**config.mk**
```make
export PLATFORM = sky130hd
export DESIGN_NAME = mouse_cursor_tracker_with_reporting_core
export DESIGN_NICKNAME = d
export VERILOG_FILES = /design/src/rtl/mct_pkg.sv /design/src/rtl/mouse_cursor_tracker_with_reporting_core.sv
export SDC_FILE = /design/constraint.sdc
export NUM_CORES = 1
export LEC_CHECK = 0
export ABC_CLOCK_PERIOD_IN_PS = 12000
export BUFFER_PORTS_ARGS = -buffer_cell sky130_fd_sc_hd__buf_4
export CAP_MARGIN = 0
export CORE_MARGIN = 4
export CORE_UTILIZATION = 45
export CTS_BUF_LIST = sky130_fd_sc_hd__clkbuf_8 sky130_fd_sc_hd__clkbuf_16
export DETAILED_ROUTE_END_ITERATION = 10
export HOLD_SLACK_MARGIN = 0.05
export PLACE_DENSITY = 0.74
export SLEW_MARGIN = 10
export SYNTH_ARGS = -nofsm -noshare
export SYNTH_HDL_FRONTEND = slang
export SYNTH_SLANG_ARGS = --single-unit
```
**constraint.sdc**
```tcl
create_clock -name clock -period 12 [get_ports clock]
set_input_delay 3.6 -clock clock [delete_from_list [all_inputs] [get_ports clock]]
set_output_delay 3.6 -clock clock [all_outputs]
set_load 0.1 [all_outputs]
```
**src/rtl/mct_pkg.sv**
```systemverilog
// Package for the mouse cursor tracker: beat types, event codes and reset constants.
`timescale 1ns / 1ps
`default_nettype none

package mct_pkg;

   // Event codes carried in the cmd field of a request beat.
   typedef enum logic [1:0] {
      CMD_MOUSE  = 2'd0,
      CMD_FRAME  = 2'd1,
      CMD_REPORT = 2'd2,
      CMD_SECOND = 2'd3
   } cmd_type;

   // Control frame type bytes.
   localparam logic [7:0] FRAME_CONNECT = 8'd0;
   localparam logic [7:0] FRAME_CANCEL  = 8'd2;

   // Frame lengths that matter.
   localparam logic [8:0] FRAME_MIN_LEN     = 9'd3;
   localparam logic [8:0] FRAME_CONNECT_LEN = 9'd10;

   // Only complete three-byte mouse packets are decoded.
   localparam logic [3:0] MOUSE_PACKET_LEN = 4'd3;

   // Reset values of the session state, and the ceiling of the elapsed count.
   localparam logic [15:0] LIMIT_X_RESET = 16'd255;
   localparam logic [15:0] LIMIT_Y_RESET = 16'd191;
   localparam logic [7:0]  TIMEOUT_RESET = 8'd30;
   localparam logic [8:0]  ELAPSED_MAX   = 9'd511;

   typedef struct packed {
      logic [1:0]  cmd;
      logic [3:0]  mouse_len;
      logic [7:0]  status_byte;
      logic [7:0]  dx_byte;
      logic [7:0]  dy_byte;
      logic [8:0]  frame_len;
      logic [7:0]  frame_type;
      logic [15:0] frame_width;
      logic [15:0] frame_height;
      logic [7:0]  frame_timeout;
   } req_type;

   typedef struct packed {
      logic [15:0] pos_x;
      logic [15:0] pos_y;
      logic [2:0]  button_bits;
   } rsp_type;

endpackage

`default_nettype wire

```
**src/rtl/mouse_cursor_tracker_with_reporting_core.sv**
```systemverilog
// Top level of the mouse cursor tracker with session-gated position reporting.
`timescale 1ns / 1ps
`default_nettype none

//  Channel | Direction | Handshake            | Beat
//  --------+-----------+----------------------+-----------------------------------
//  req_    | in        | req_valid, req_stall | mct_pkg::req_type (one event)
//  rsp_    | out       | rsp_valid, rsp_stall | mct_pkg::rsp_type (cursor report)
//
// An event is caught in the input register at the edge that accepts it. From
// there the decode, clamp and session logic update the state and, when a
// report is made, load the result register, where the report is offered. A
// new beat can be taken in every cycle unless the input register stalls.
// Reset is synchronous and clears the session state to its power-up values.
// The input register stalls only when it holds a report tick that would emit
// while the result register is still full and held by rsp_stall.

module mouse_cursor_tracker_with_reporting_core (
   input  wire logic             clock,
   input  wire logic             reset,
   input  wire logic             req_valid,
   output logic                  req_stall,
   input  wire mct_pkg::req_type req_data,
   output logic                  rsp_valid,
   input  wire logic             rsp_stall,
   output mct_pkg::rsp_type      rsp_data
);

   import mct_pkg::*;

   // Input register.
   logic    in_valid_ff;
   req_type in_data_ff;

   // Session and cursor state.
   logic [15:0] cursor_x_ff, cursor_x_in;
   logic [15:0] cursor_y_ff, cursor_y_in;
   logic [2:0]  buttons_ff, buttons_in;
   logic        pending_ff, pending_in;
   logic        locked_ff, locked_in;
   logic [15:0] limit_x_ff, limit_x_in;
   logic [15:0] limit_y_ff, limit_y_in;
   logic [7:0]  timeout_ff, timeout_in;
   logic [8:0]  elapsed_ff, elapsed_in;

   // Result register.
   logic    out_valid_ff;
   rsp_type out_data_ff;

   // Decode of the mouse packet held in the input register.
   logic               packet_ok;
   logic signed [17:0] delta_x;
   logic signed [17:0] delta_y;
   logic signed [17:0] sum_x;
   logic signed [17:0] sum_y;
   logic [15:0]        clamp_x;
   logic [15:0]        clamp_y;

   logic emit;
   logic advance;

   always_comb begin
      packet_ok = (in_data_ff.mouse_len == MOUSE_PACKET_LEN)
                  && in_data_ff.status_byte[3]
                  && (in_data_ff.status_byte[7:6] == 2'b00);
      // Nine-bit signed deltas; the Y axis of the mouse points the other way.
      delta_x = {{10{in_data_ff.status_byte[4]}}, in_data_ff.dx_byte};
      delta_y = -{{10{in_data_ff.status_byte[5]}}, in_data_ff.dy_byte};
      sum_x   = $signed({2'b00, cursor_x_ff}) + delta_x;
      sum_y   = $signed({2'b00, cursor_y_ff}) + delta_y;
      // The floor at zero is tested first; as a limit is never negative, this
      // gives the same cursor as clamping to the limit and then to zero.
      if (sum_x < 18'sd0) begin
         clamp_x = 16'd0;
      end else if (sum_x > $signed({2'b00, limit_x_ff})) begin
         clamp_x = limit_x_ff;
      end else begin
         clamp_x = sum_x[15:0];
      end
      if (sum_y < 18'sd0) begin
         clamp_y = 16'd0;
      end else if (sum_y > $signed({2'b00, limit_y_ff})) begin
         clamp_y = limit_y_ff;
      end else begin
         clamp_y = sum_y[15:0];
      end
   end

   // A report is emitted only on a report tick while the session is locked
   // and something has changed since the last report.
   assign emit = in_valid_ff && (in_data_ff.cmd == CMD_REPORT) && locked_ff && pending_ff;

   // The held event takes effect unless it must emit into a full, stalled
   // result register.
   assign advance   = in_valid_ff && !(emit && out_valid_ff && rsp_stall);
   assign req_stall = in_valid_ff && !advance;

   always_comb begin
      cursor_x_in = cursor_x_ff;
      cursor_y_in = cursor_y_ff;
      buttons_in  = buttons_ff;
      pending_in  = pending_ff;
      locked_in   = locked_ff;
      limit_x_in  = limit_x_ff;
      limit_y_in  = limit_y_ff;
      timeout_in  = timeout_ff;
      elapsed_in  = elapsed_ff;
      if (advance) begin
         case (in_data_ff.cmd)
            CMD_MOUSE: begin
               if (packet_ok && ((clamp_x != cursor_x_ff) || (clamp_y != cursor_y_ff)
                                 || (in_data_ff.status_byte[2:0] != buttons_ff))) begin
                  cursor_x_in = clamp_x;
                  cursor_y_in = clamp_y;
                  buttons_in  = in_data_ff.status_byte[2:0];
                  pending_in  = 1'b1;
               end
            end
            CMD_FRAME: begin
               if (in_data_ff.frame_len >= FRAME_MIN_LEN) begin
                  if ((in_data_ff.frame_type == FRAME_CONNECT)
                      && (in_data_ff.frame_len == FRAME_CONNECT_LEN)) begin
                     locked_in  = 1'b1;
                     pending_in = 1'b1;
                     limit_x_in = (in_data_ff.frame_width == 16'd0) ? 16'd0
                                  : in_data_ff.frame_width - 16'd1;
                     limit_y_in = (in_data_ff.frame_height == 16'd0) ? 16'd0
                                  : in_data_ff.frame_height - 16'd1;
                     timeout_in = in_data_ff.frame_timeout;
                  end
                  if (in_data_ff.frame_type == FRAME_CANCEL) begin
                     locked_in = 1'b0;
                  end
                  // Any frame of usable length refreshes the session age.
                  elapsed_in = 9'd0;
               end
            end
            CMD_REPORT: begin
               if (locked_ff) begin
                  // A stale session ends here, yet a pending report still goes
                  // out on this tick.
                  if (elapsed_ff > {1'b0, timeout_ff}) begin
                     locked_in = 1'b0;
                  end
                  if (pending_ff) begin
                     pending_in = 1'b0;
                  end
               end
            end
            CMD_SECOND: begin
               if (elapsed_ff < ELAPSED_MAX) begin
                  elapsed_in = elapsed_ff + 9'd1;
               end
            end
            default: begin
               elapsed_in = elapsed_ff;
            end
         endcase
      end
   end

   always_ff @(posedge clock) begin
      if (reset) begin
         in_valid_ff  <= 1'b0;
         out_valid_ff <= 1'b0;
         cursor_x_ff  <= 16'd0;
         cursor_y_ff  <= 16'd0;
         buttons_ff   <= 3'd0;
         pending_ff   <= 1'b0;
         locked_ff    <= 1'b0;
         limit_x_ff   <= LIMIT_X_RESET;
         limit_y_ff   <= LIMIT_Y_RESET;
         timeout_ff   <= TIMEOUT_RESET;
         elapsed_ff   <= 9'd0;
      end else begin
         // The input register takes a new beat whenever it is free or moving on.
         if (!req_stall) begin
            in_valid_ff <= req_valid;
            if (req_valid) begin
               in_data_ff <= req_data;
            end
         end
         // The result register empties when taken and loads when a report is made.
         if (advance && emit) begin
            out_valid_ff      <= 1'b1;
            out_data_ff.pos_x <= cursor_x_ff;
            out_data_ff.pos_y <= cursor_y_ff;
            out_data_ff.button_bits <= buttons_ff;
         end else if (!rsp_stall) begin
            out_valid_ff <= 1'b0;
         end
         cursor_x_ff <= cursor_x_in;
         cursor_y_ff <= cursor_y_in;
         buttons_ff  <= buttons_in;
         pending_ff  <= pending_in;
         locked_ff   <= locked_in;
         limit_x_ff  <= limit_x_in;
         limit_y_ff  <= limit_y_in;
         timeout_ff  <= timeout_in;
         elapsed_ff  <= elapsed_in;
      end
   end

   assign rsp_valid = out_valid_ff;
   assign rsp_data  = out_data_ff;

endmodule

`default_nettype wire
```
### Yosys cells after proc, flatten, opt, wreduce, memory -nomap -nowiden

Cells that the tools add are included.
W data, S select, Z words.

| word-level totals | value |
|---|---|
| flip-flop bits (word level) | 210 |
| input bits | 91 |
| output and inout bits | 37 |
| logic and storage cells | 107 |

| cells by class | value |
|---|---|
| add/subtract/negate cells | 6 |
| magnitude comparators | 7 |
| equal/unequal tests | 16 |
| muxes and demuxes | 21 |
| bitwise logic cells | 2 |
| reduce and logical (&&, ||, !) cells | 31 |

Operator list:

| kind | number |
|---|---|
| $mux W16 | 6 |
| $gt A18 B17 Y1 | 2 |
| $lt A18 B1 Y1 const B | 2 |
| $logic_not A16 Y1 | 2 |
| $ne A16 B16 Y1 | 2 |
| $sub A16 B1 Y16 const B | 2 |
| $add A17 B18 Y18 | 1 |
| $add A17 B9 Y18 | 1 |
| $mux W9 | 2 |
| $neg A18 Y18 | 1 |
| $pmux W9 S2 | 1 |
| $logic_and A1 B1 Y1 | 12 |
| $reduce_and A4 Y1 | 3 |
| $mux W1 | 10 |
| $ne A2 B2 Y1 const B | 5 |
| $add A9 B1 Y9 const B | 1 |
| $eq A9 B4 Y1 const B | 1 |
| $ge A9 B2 Y1 const B | 1 |
| $gt A9 B8 Y1 | 1 |
| $lt A9 B9 Y1 const B | 1 |
| $eq A8 B2 Y1 const B | 1 |
| $logic_not A8 Y1 | 1 |
| $reduce_and A3 Y1 | 2 |
| $reduce_and A6 Y1 | 1 |
| 15 further kinds | 21 |

### Longest topological paths before layout

| depth | value |
|---|---|
| depth in word-level cells | 12 |
| mapped depth | 27 |
| mapped depth without buffers | 24 |

### Least setup slack after synthesis

OpenSTA, ideal clock, no wires.

| path | value |
|---|---|
| kind | input to register |
| start | input rsp_stall |
| end | register in_data_ff, in the netlist delta_x[0] (enable) |
| setup time | 0.658 ns |
| data arrival time | 10.595 ns |
| data required time | 11.342 ns |
| setup slack | 0.747 ns |
| stages | 3 |
| path buffers | 0 |
| cells stage by stage | nand2_1 -> nor2_1 -> nor3b_1 |

| on the way | value |
|---|---|
| word-level cells in the longest chain between the ends | 7 |

Ends and longest elaborated chain:

| element | line | RTL |
|---|---|---|
| start, declared | mouse_cursor_tracker_with_reporting_core.sv:25 | `input wire logic rsp_stall,` |
| $logic_and A1 B1 Y1 | mouse_cursor_tracker_with_reporting_core.sv:95 | `assign advance = in_valid_ff && !(emit && out_valid_ff && rsp_stall);` |
| $logic_not A1 Y1 | mouse_cursor_tracker_with_reporting_core.sv:95 |  |
| $logic_and A1 B1 Y1 | mouse_cursor_tracker_with_reporting_core.sv:95 |  |
| $logic_not A1 Y1 | mouse_cursor_tracker_with_reporting_core.sv:96 | `assign req_stall = in_valid_ff && !advance;` |
| $logic_and A1 B1 Y1 | mouse_cursor_tracker_with_reporting_core.sv:96 |  |
| via req_stall | mouse_cursor_tracker_with_reporting_core.sv:22 | `output logic req_stall,` |
| $not A1 Y1 (no source line) | -- |  |
| $reduce_and A3 Y1 (no source line) | -- |  |
| end signal, assigned | mouse_cursor_tracker_with_reporting_core.sv:180 | `in_data_ff <= req_data;` |
| end, declared | mouse_cursor_tracker_with_reporting_core.sv:33 | `req_type in_data_ff;` |

The timed path passes the listed nets, and every way through them passes these cells.
A chain may end at the register's enable or synchronous reset.

### Worst setup path after layout

| path | value |
|---|---|
| start | input rsp_stall |
| end | output req_stall |

| on the way | value |
|---|---|
| word-level cells in the longest chain between the ends | 5 |

Ends and longest elaborated chain:

| element | line |
|---|---|
| $logic_and A1 B1 Y1 | mouse_cursor_tracker_with_reporting_core.sv:95 |
| $logic_not A1 Y1 | mouse_cursor_tracker_with_reporting_core.sv:95 |
| $logic_and A1 B1 Y1 | mouse_cursor_tracker_with_reporting_core.sv:95 |
| $logic_not A1 Y1 | mouse_cursor_tracker_with_reporting_core.sv:96 |
| $logic_and A1 B1 Y1 | mouse_cursor_tracker_with_reporting_core.sv:96 |
| end, declared | mouse_cursor_tracker_with_reporting_core.sv:22 |

Every way passes these cells.

==> impl_metrics.csv <==
group,metric,value,unit
floorplan,pin_count,128,
placement,gp_congestion,0.893,
sta,skew,0.0141,ns
placement,place_area,12900,sq um
detailed_routing,via_count,8852,
detailed_routing,viasPerCell,5.53,
cts,cts.clk_slew.worst_paths,0.06,ns
pwr,combinationalPowerShare,9.2,%
detailed_routing,drt_iter0_drc,703,
synthesis,synth_cell_types,88,
synthesis,synth-seq-area-share,46.7,%
sta,worst_slack,4.09,ns
global_routing,gr-total-overflow,0,
global_routing,grt_pass1_wl,43.6,mm
global_routing,grt_max_degree,51,
detailed_routing,postRouteWirelength,26.9,mm
pwr,vdd_ir_drop_max,0.100,mV
cts,cts_sinks,210,
synthesis,ys_warn_count,0,
synthesis,synth-main-ff-cell,"edfxtp_1",
global_routing,antenna_found_initial,0,
synthesis,synthArstFlopShare,0,%
detailed_routing,wl_per_cell,16.8,microns
synthesis,synth_top_family_by_area,"compound AO/OA/AOI/OAI gates",
critical_path,max_stage_delay,0.34,ns
sta,timing.fmax,126,MHz
synthesis,synth_top_area_share,31.6,%
cells_and_area,fin_nets,1428,
detailed_routing,drtPass1Iterations,5,
cells_and_area,num_antenna_cells,0,
cts,ctsResizeCount,0,
global_routing,grt_pass1_vias,8577,
sta,slew_headroom,38.6,%
cts,root_buffer,"clkbuf_16",
synthesis,synth_area,11600,sq um
synthesis,synth-simple-area-share,14.8,%
synthesis,synth_compound_area_share,16.0,%
synthesis,synth_commonest_cells,"122 x edfxtp_1, 114 x nor2_1, 88 x dfxtp_1",
run_status,status,"completed",
placement,dp_cells,1558,
floorplan,core,25300,sq um
min_path,holdCritPathClass,"reg2reg",
synthesis,synth_adder_area_share,9.08,%
synthesis,synth_fp_nets,1298,
cts,cts_max_path_buffers,3,
detailed_routing,final_antenna_net_count,0,
floorplan,dieArea,28400,sq um
cells_and_area,syn_to_final_growth,18.1,%
floorplan,start_util,46.0,%
detailed_routing,drc_errors,0,
cts,post-cts-setup-buffers,0,
synthesis,netlist_top_cells_area,"edfxtp_1 32%, dfxtp_1 15%, ha_1 8.7%",
critical_path,crit_buf_inv,2,
synthesis,synth-seq-cells,210,
pwr,power.share.sequential,47.3,%
cts,tritoncts,"yes",
critical_path,crit_chain,"buf_4 > nand2_1 > nor2_1 > buf_4",
critical_path,crit_arrival,4.31,ns
cts,cts_made_buffers,24,
placement,hpwl,19.9,mm
sta,slew_violations,0,
critical_path,crit_required,8.40,ns
pwr,clock_power_share,43.5,%
cells_and_area,drive_gt1_share,18.2,%
synthesis,synth_xor_area_share,5.73,%
run,max_cap_viol_count,0,
cts,insertion_delay,0.52,ns
synthesis,avgSynthCellArea,10.3,sq um
cells_and_area,fin_area,13700,sq um
synthesis,synthMuxAreaShare,3.55,%
pwr,p_switching,0.000393,W
critical_path,path_delay_family,"buffers and inverters",
sta,period_share,65.9,%
critical_path,end_kind,"output pin",
critical_path,cp-start-kind,"input pin",
pwr,powerDensity,123,nW/um^2
cts,hold_buffers,0,
synthesis,synth_top_area_cell,"edfxtp_1",
synthesis,synth_cells,1124,
pwr,p_leak,5.46,nW
cells_and_area,nFillCells,2259,
floorplan,rows,58,
sta,tightest_slew,0.913,ns
sta,period_needed,7.91,ns
placement,portBuffers,127,
cts,h-tree-depth,1,
sta,setup_viol_count_final,0,
global_routing,grt_usage,18.5,%
critical_path,cpMostUsedCell,"buf_4",
critical_path,crit_type,"in2out",
critical_path,path_max_fanout,4,
synthesis,synth_edf_count,122,
floorplan,dieHeight,169,microns
pwr,intPower,0.00129,W
sta,hold_viol,0,
sta,tns,0,ns
floorplan,die-width,169,microns
cells_and_area,fin_cells,1602,
critical_path,cp_slowest_cell,"buf_4",
placement,dp_slack,4.10,ns
sta,grt_setup_unrepaired,"no",
synthesis,yosysMostFrequentCell,"edfxtp_1",
pwr,swShare,23.4,%
[worst register-to-register path, cell delays in order, from the launching register on]
cell      delay [ns]
edfxtp_1        0.42
inv_1           0.40
ha_1            0.34
and3_4          0.24
and4_1          0.23
a21boi_4        0.25
o21ai_0         0.15
o311ai_0        0.55
ha_1            0.24
nand4_1         0.10
nor2_1          0.18
inv_1           0.07
o211ai_1        0.21
nand2_1         0.41
a21oi_2         0.86
a22oi_1         0.22
xor2_1          0.33
nand4_1         0.12
nor3_1          0.30
a211o_2         0.79
mux2_2          0.43
[layout by cell type (no fill, tap or decap), types with 5 or more instances in the layout]
| master | instances |
|---|---|
| a211oi_1 | 15 |
| a21o_1 | 9 |
| a21oi_1 | 72 |
| a21oi_2 | 5 |
| a22oi_1 | 18 |
| a31oi_1 | 5 |
| a32oi_1 | 11 |
| and2_1 | 5 |
| and3_1 | 5 |
| buf_4 | 137 |
| clkbuf_16 | 28 |
| dfxtp_1 | 88 |
| edfxtp_1 | 122 |
| ha_1 | 81 |
| inv_1 | 86 |
| mux2_2 | 19 |
| mux2_4 | 7 |
| mux2i_1 | 7 |
| nand2_1 | 60 |
| nand2b_1 | 12 |
| nand3_1 | 13 |
| nand3b_1 | 5 |
| nand4_1 | 21 |
| nor2_1 | 114 |
| nor2b_1 | 31 |
| nor3_1 | 23 |
| nor4_1 | 12 |
| o211ai_1 | 10 |
| o21a_1 | 11 |
| o21ai_0 | 47 |
| o21ai_1 | 5 |
| o21bai_1 | 5 |
| or3_1 | 10 |
| xnor2_1 | 46 |
| xor2_1 | 30 |
[flip-flops by register name, summed over array words and instances, names as in the netlist, 8 cells and up]
| register | count |
|---|---|
| in_data_ff | 78 |
| limit_y_ff | 16 |
| rsp_data | 35 |
| delta_x | 9 |
| elapsed_ff | 9 |
| timeout_ff | 8 |
| cursor_x_ff | 16 |
| cursor_y_ff | 16 |
| limit_x_ff | 16 |
[final cells by class]
cell class | count | area [sq um] | area share (%)
Tap cell | 330 | 413 | 3.01
Timing Repair Buffer | 137 | 1030 | 7.50
Sequential cell | 210 | 5430 | 39.6
Clock inverter | 12 | 60.1 | 0.438
Inverter | 82 | 308 | 2.25
Multi-Input combinational cell | 799 | 5720 | 41.7
Clock buffer | 32 | 756 | 5.51
[per-stage QoR]
step           hold WS [ns]  power [W]  util (%)
6_report              0.448    0.00168      54.3
5_1_grt               0.479    0.00175      54.3
4_1_cts               0.454    0.00170      54.3
3_5_place_dp          0.448   0.000965      51.1
3_3_place_gp          0.441   0.000962      51.1
2_1_floorplan         0.432   0.000913         -
[path summary, 6_finish.rpt]
path,to,slack (ns),startpoint,depth (start not counted)
max,req_stall,4.09,rsp_stall,4
min,timeout_ff[5]$_SDFFE_PP0P_,0.45,timeout_ff[5]$_SDFFE_PP0P_,2
max reg2reg,cursor_y_ff[2]$_SDFFE_PP0P_,5.05,in_data_ff[78]$_DFFE_PP_,20
min reg2reg,timeout_ff[5]$_SDFFE_PP0P_,0.45,timeout_ff[5]$_SDFFE_PP0P_,2
[power by group through the flow]
stage | clock network, W | registers [W] | logic, W
6_report | 0.000732 | 0.000797 | 0.000155
5_1_grt | 0.000781 | 0.000799 | 0.000172
4_1_cts | 0.000749 | 0.000797 | 0.000154
3_5_place_dp | 0 | 0.000812 | 0.000153
3_3_place_gp | 0 | 0.000811 | 0.000150
2_1_floorplan | 0 | 0.000811 | 0.000102
[cell families (layout without fill, tap and decap cells)]
| kind of cell | Yosys count | after routing |
|---|---|---|
| xor+xnor | 76 | 76 |
| fa+ha+maj | 83 | 83 |
| flops | 210 | 210 |
| compound gates | 267 | 267 |
| simple gates | 339 | 339 |
| buf+inv | 115 | 263 |
| mux | 34 | 34 |
[metal layers]
| metal | vias to the layer above | routed length [microns] | track usage, % |
|---|---|---|---|
| met2 | 259 | 12000 | 29.8 |
| met4 | 0 | 519 | 4.83 |
| met5 | - | 0 | 0 |
| li1 | 4388 | - | - |
| met1 | 4155 | 12400 | 25.7 |
| met3 | 50 | 1900 | 3.71 |
Power figures use the tool's default switching activity.
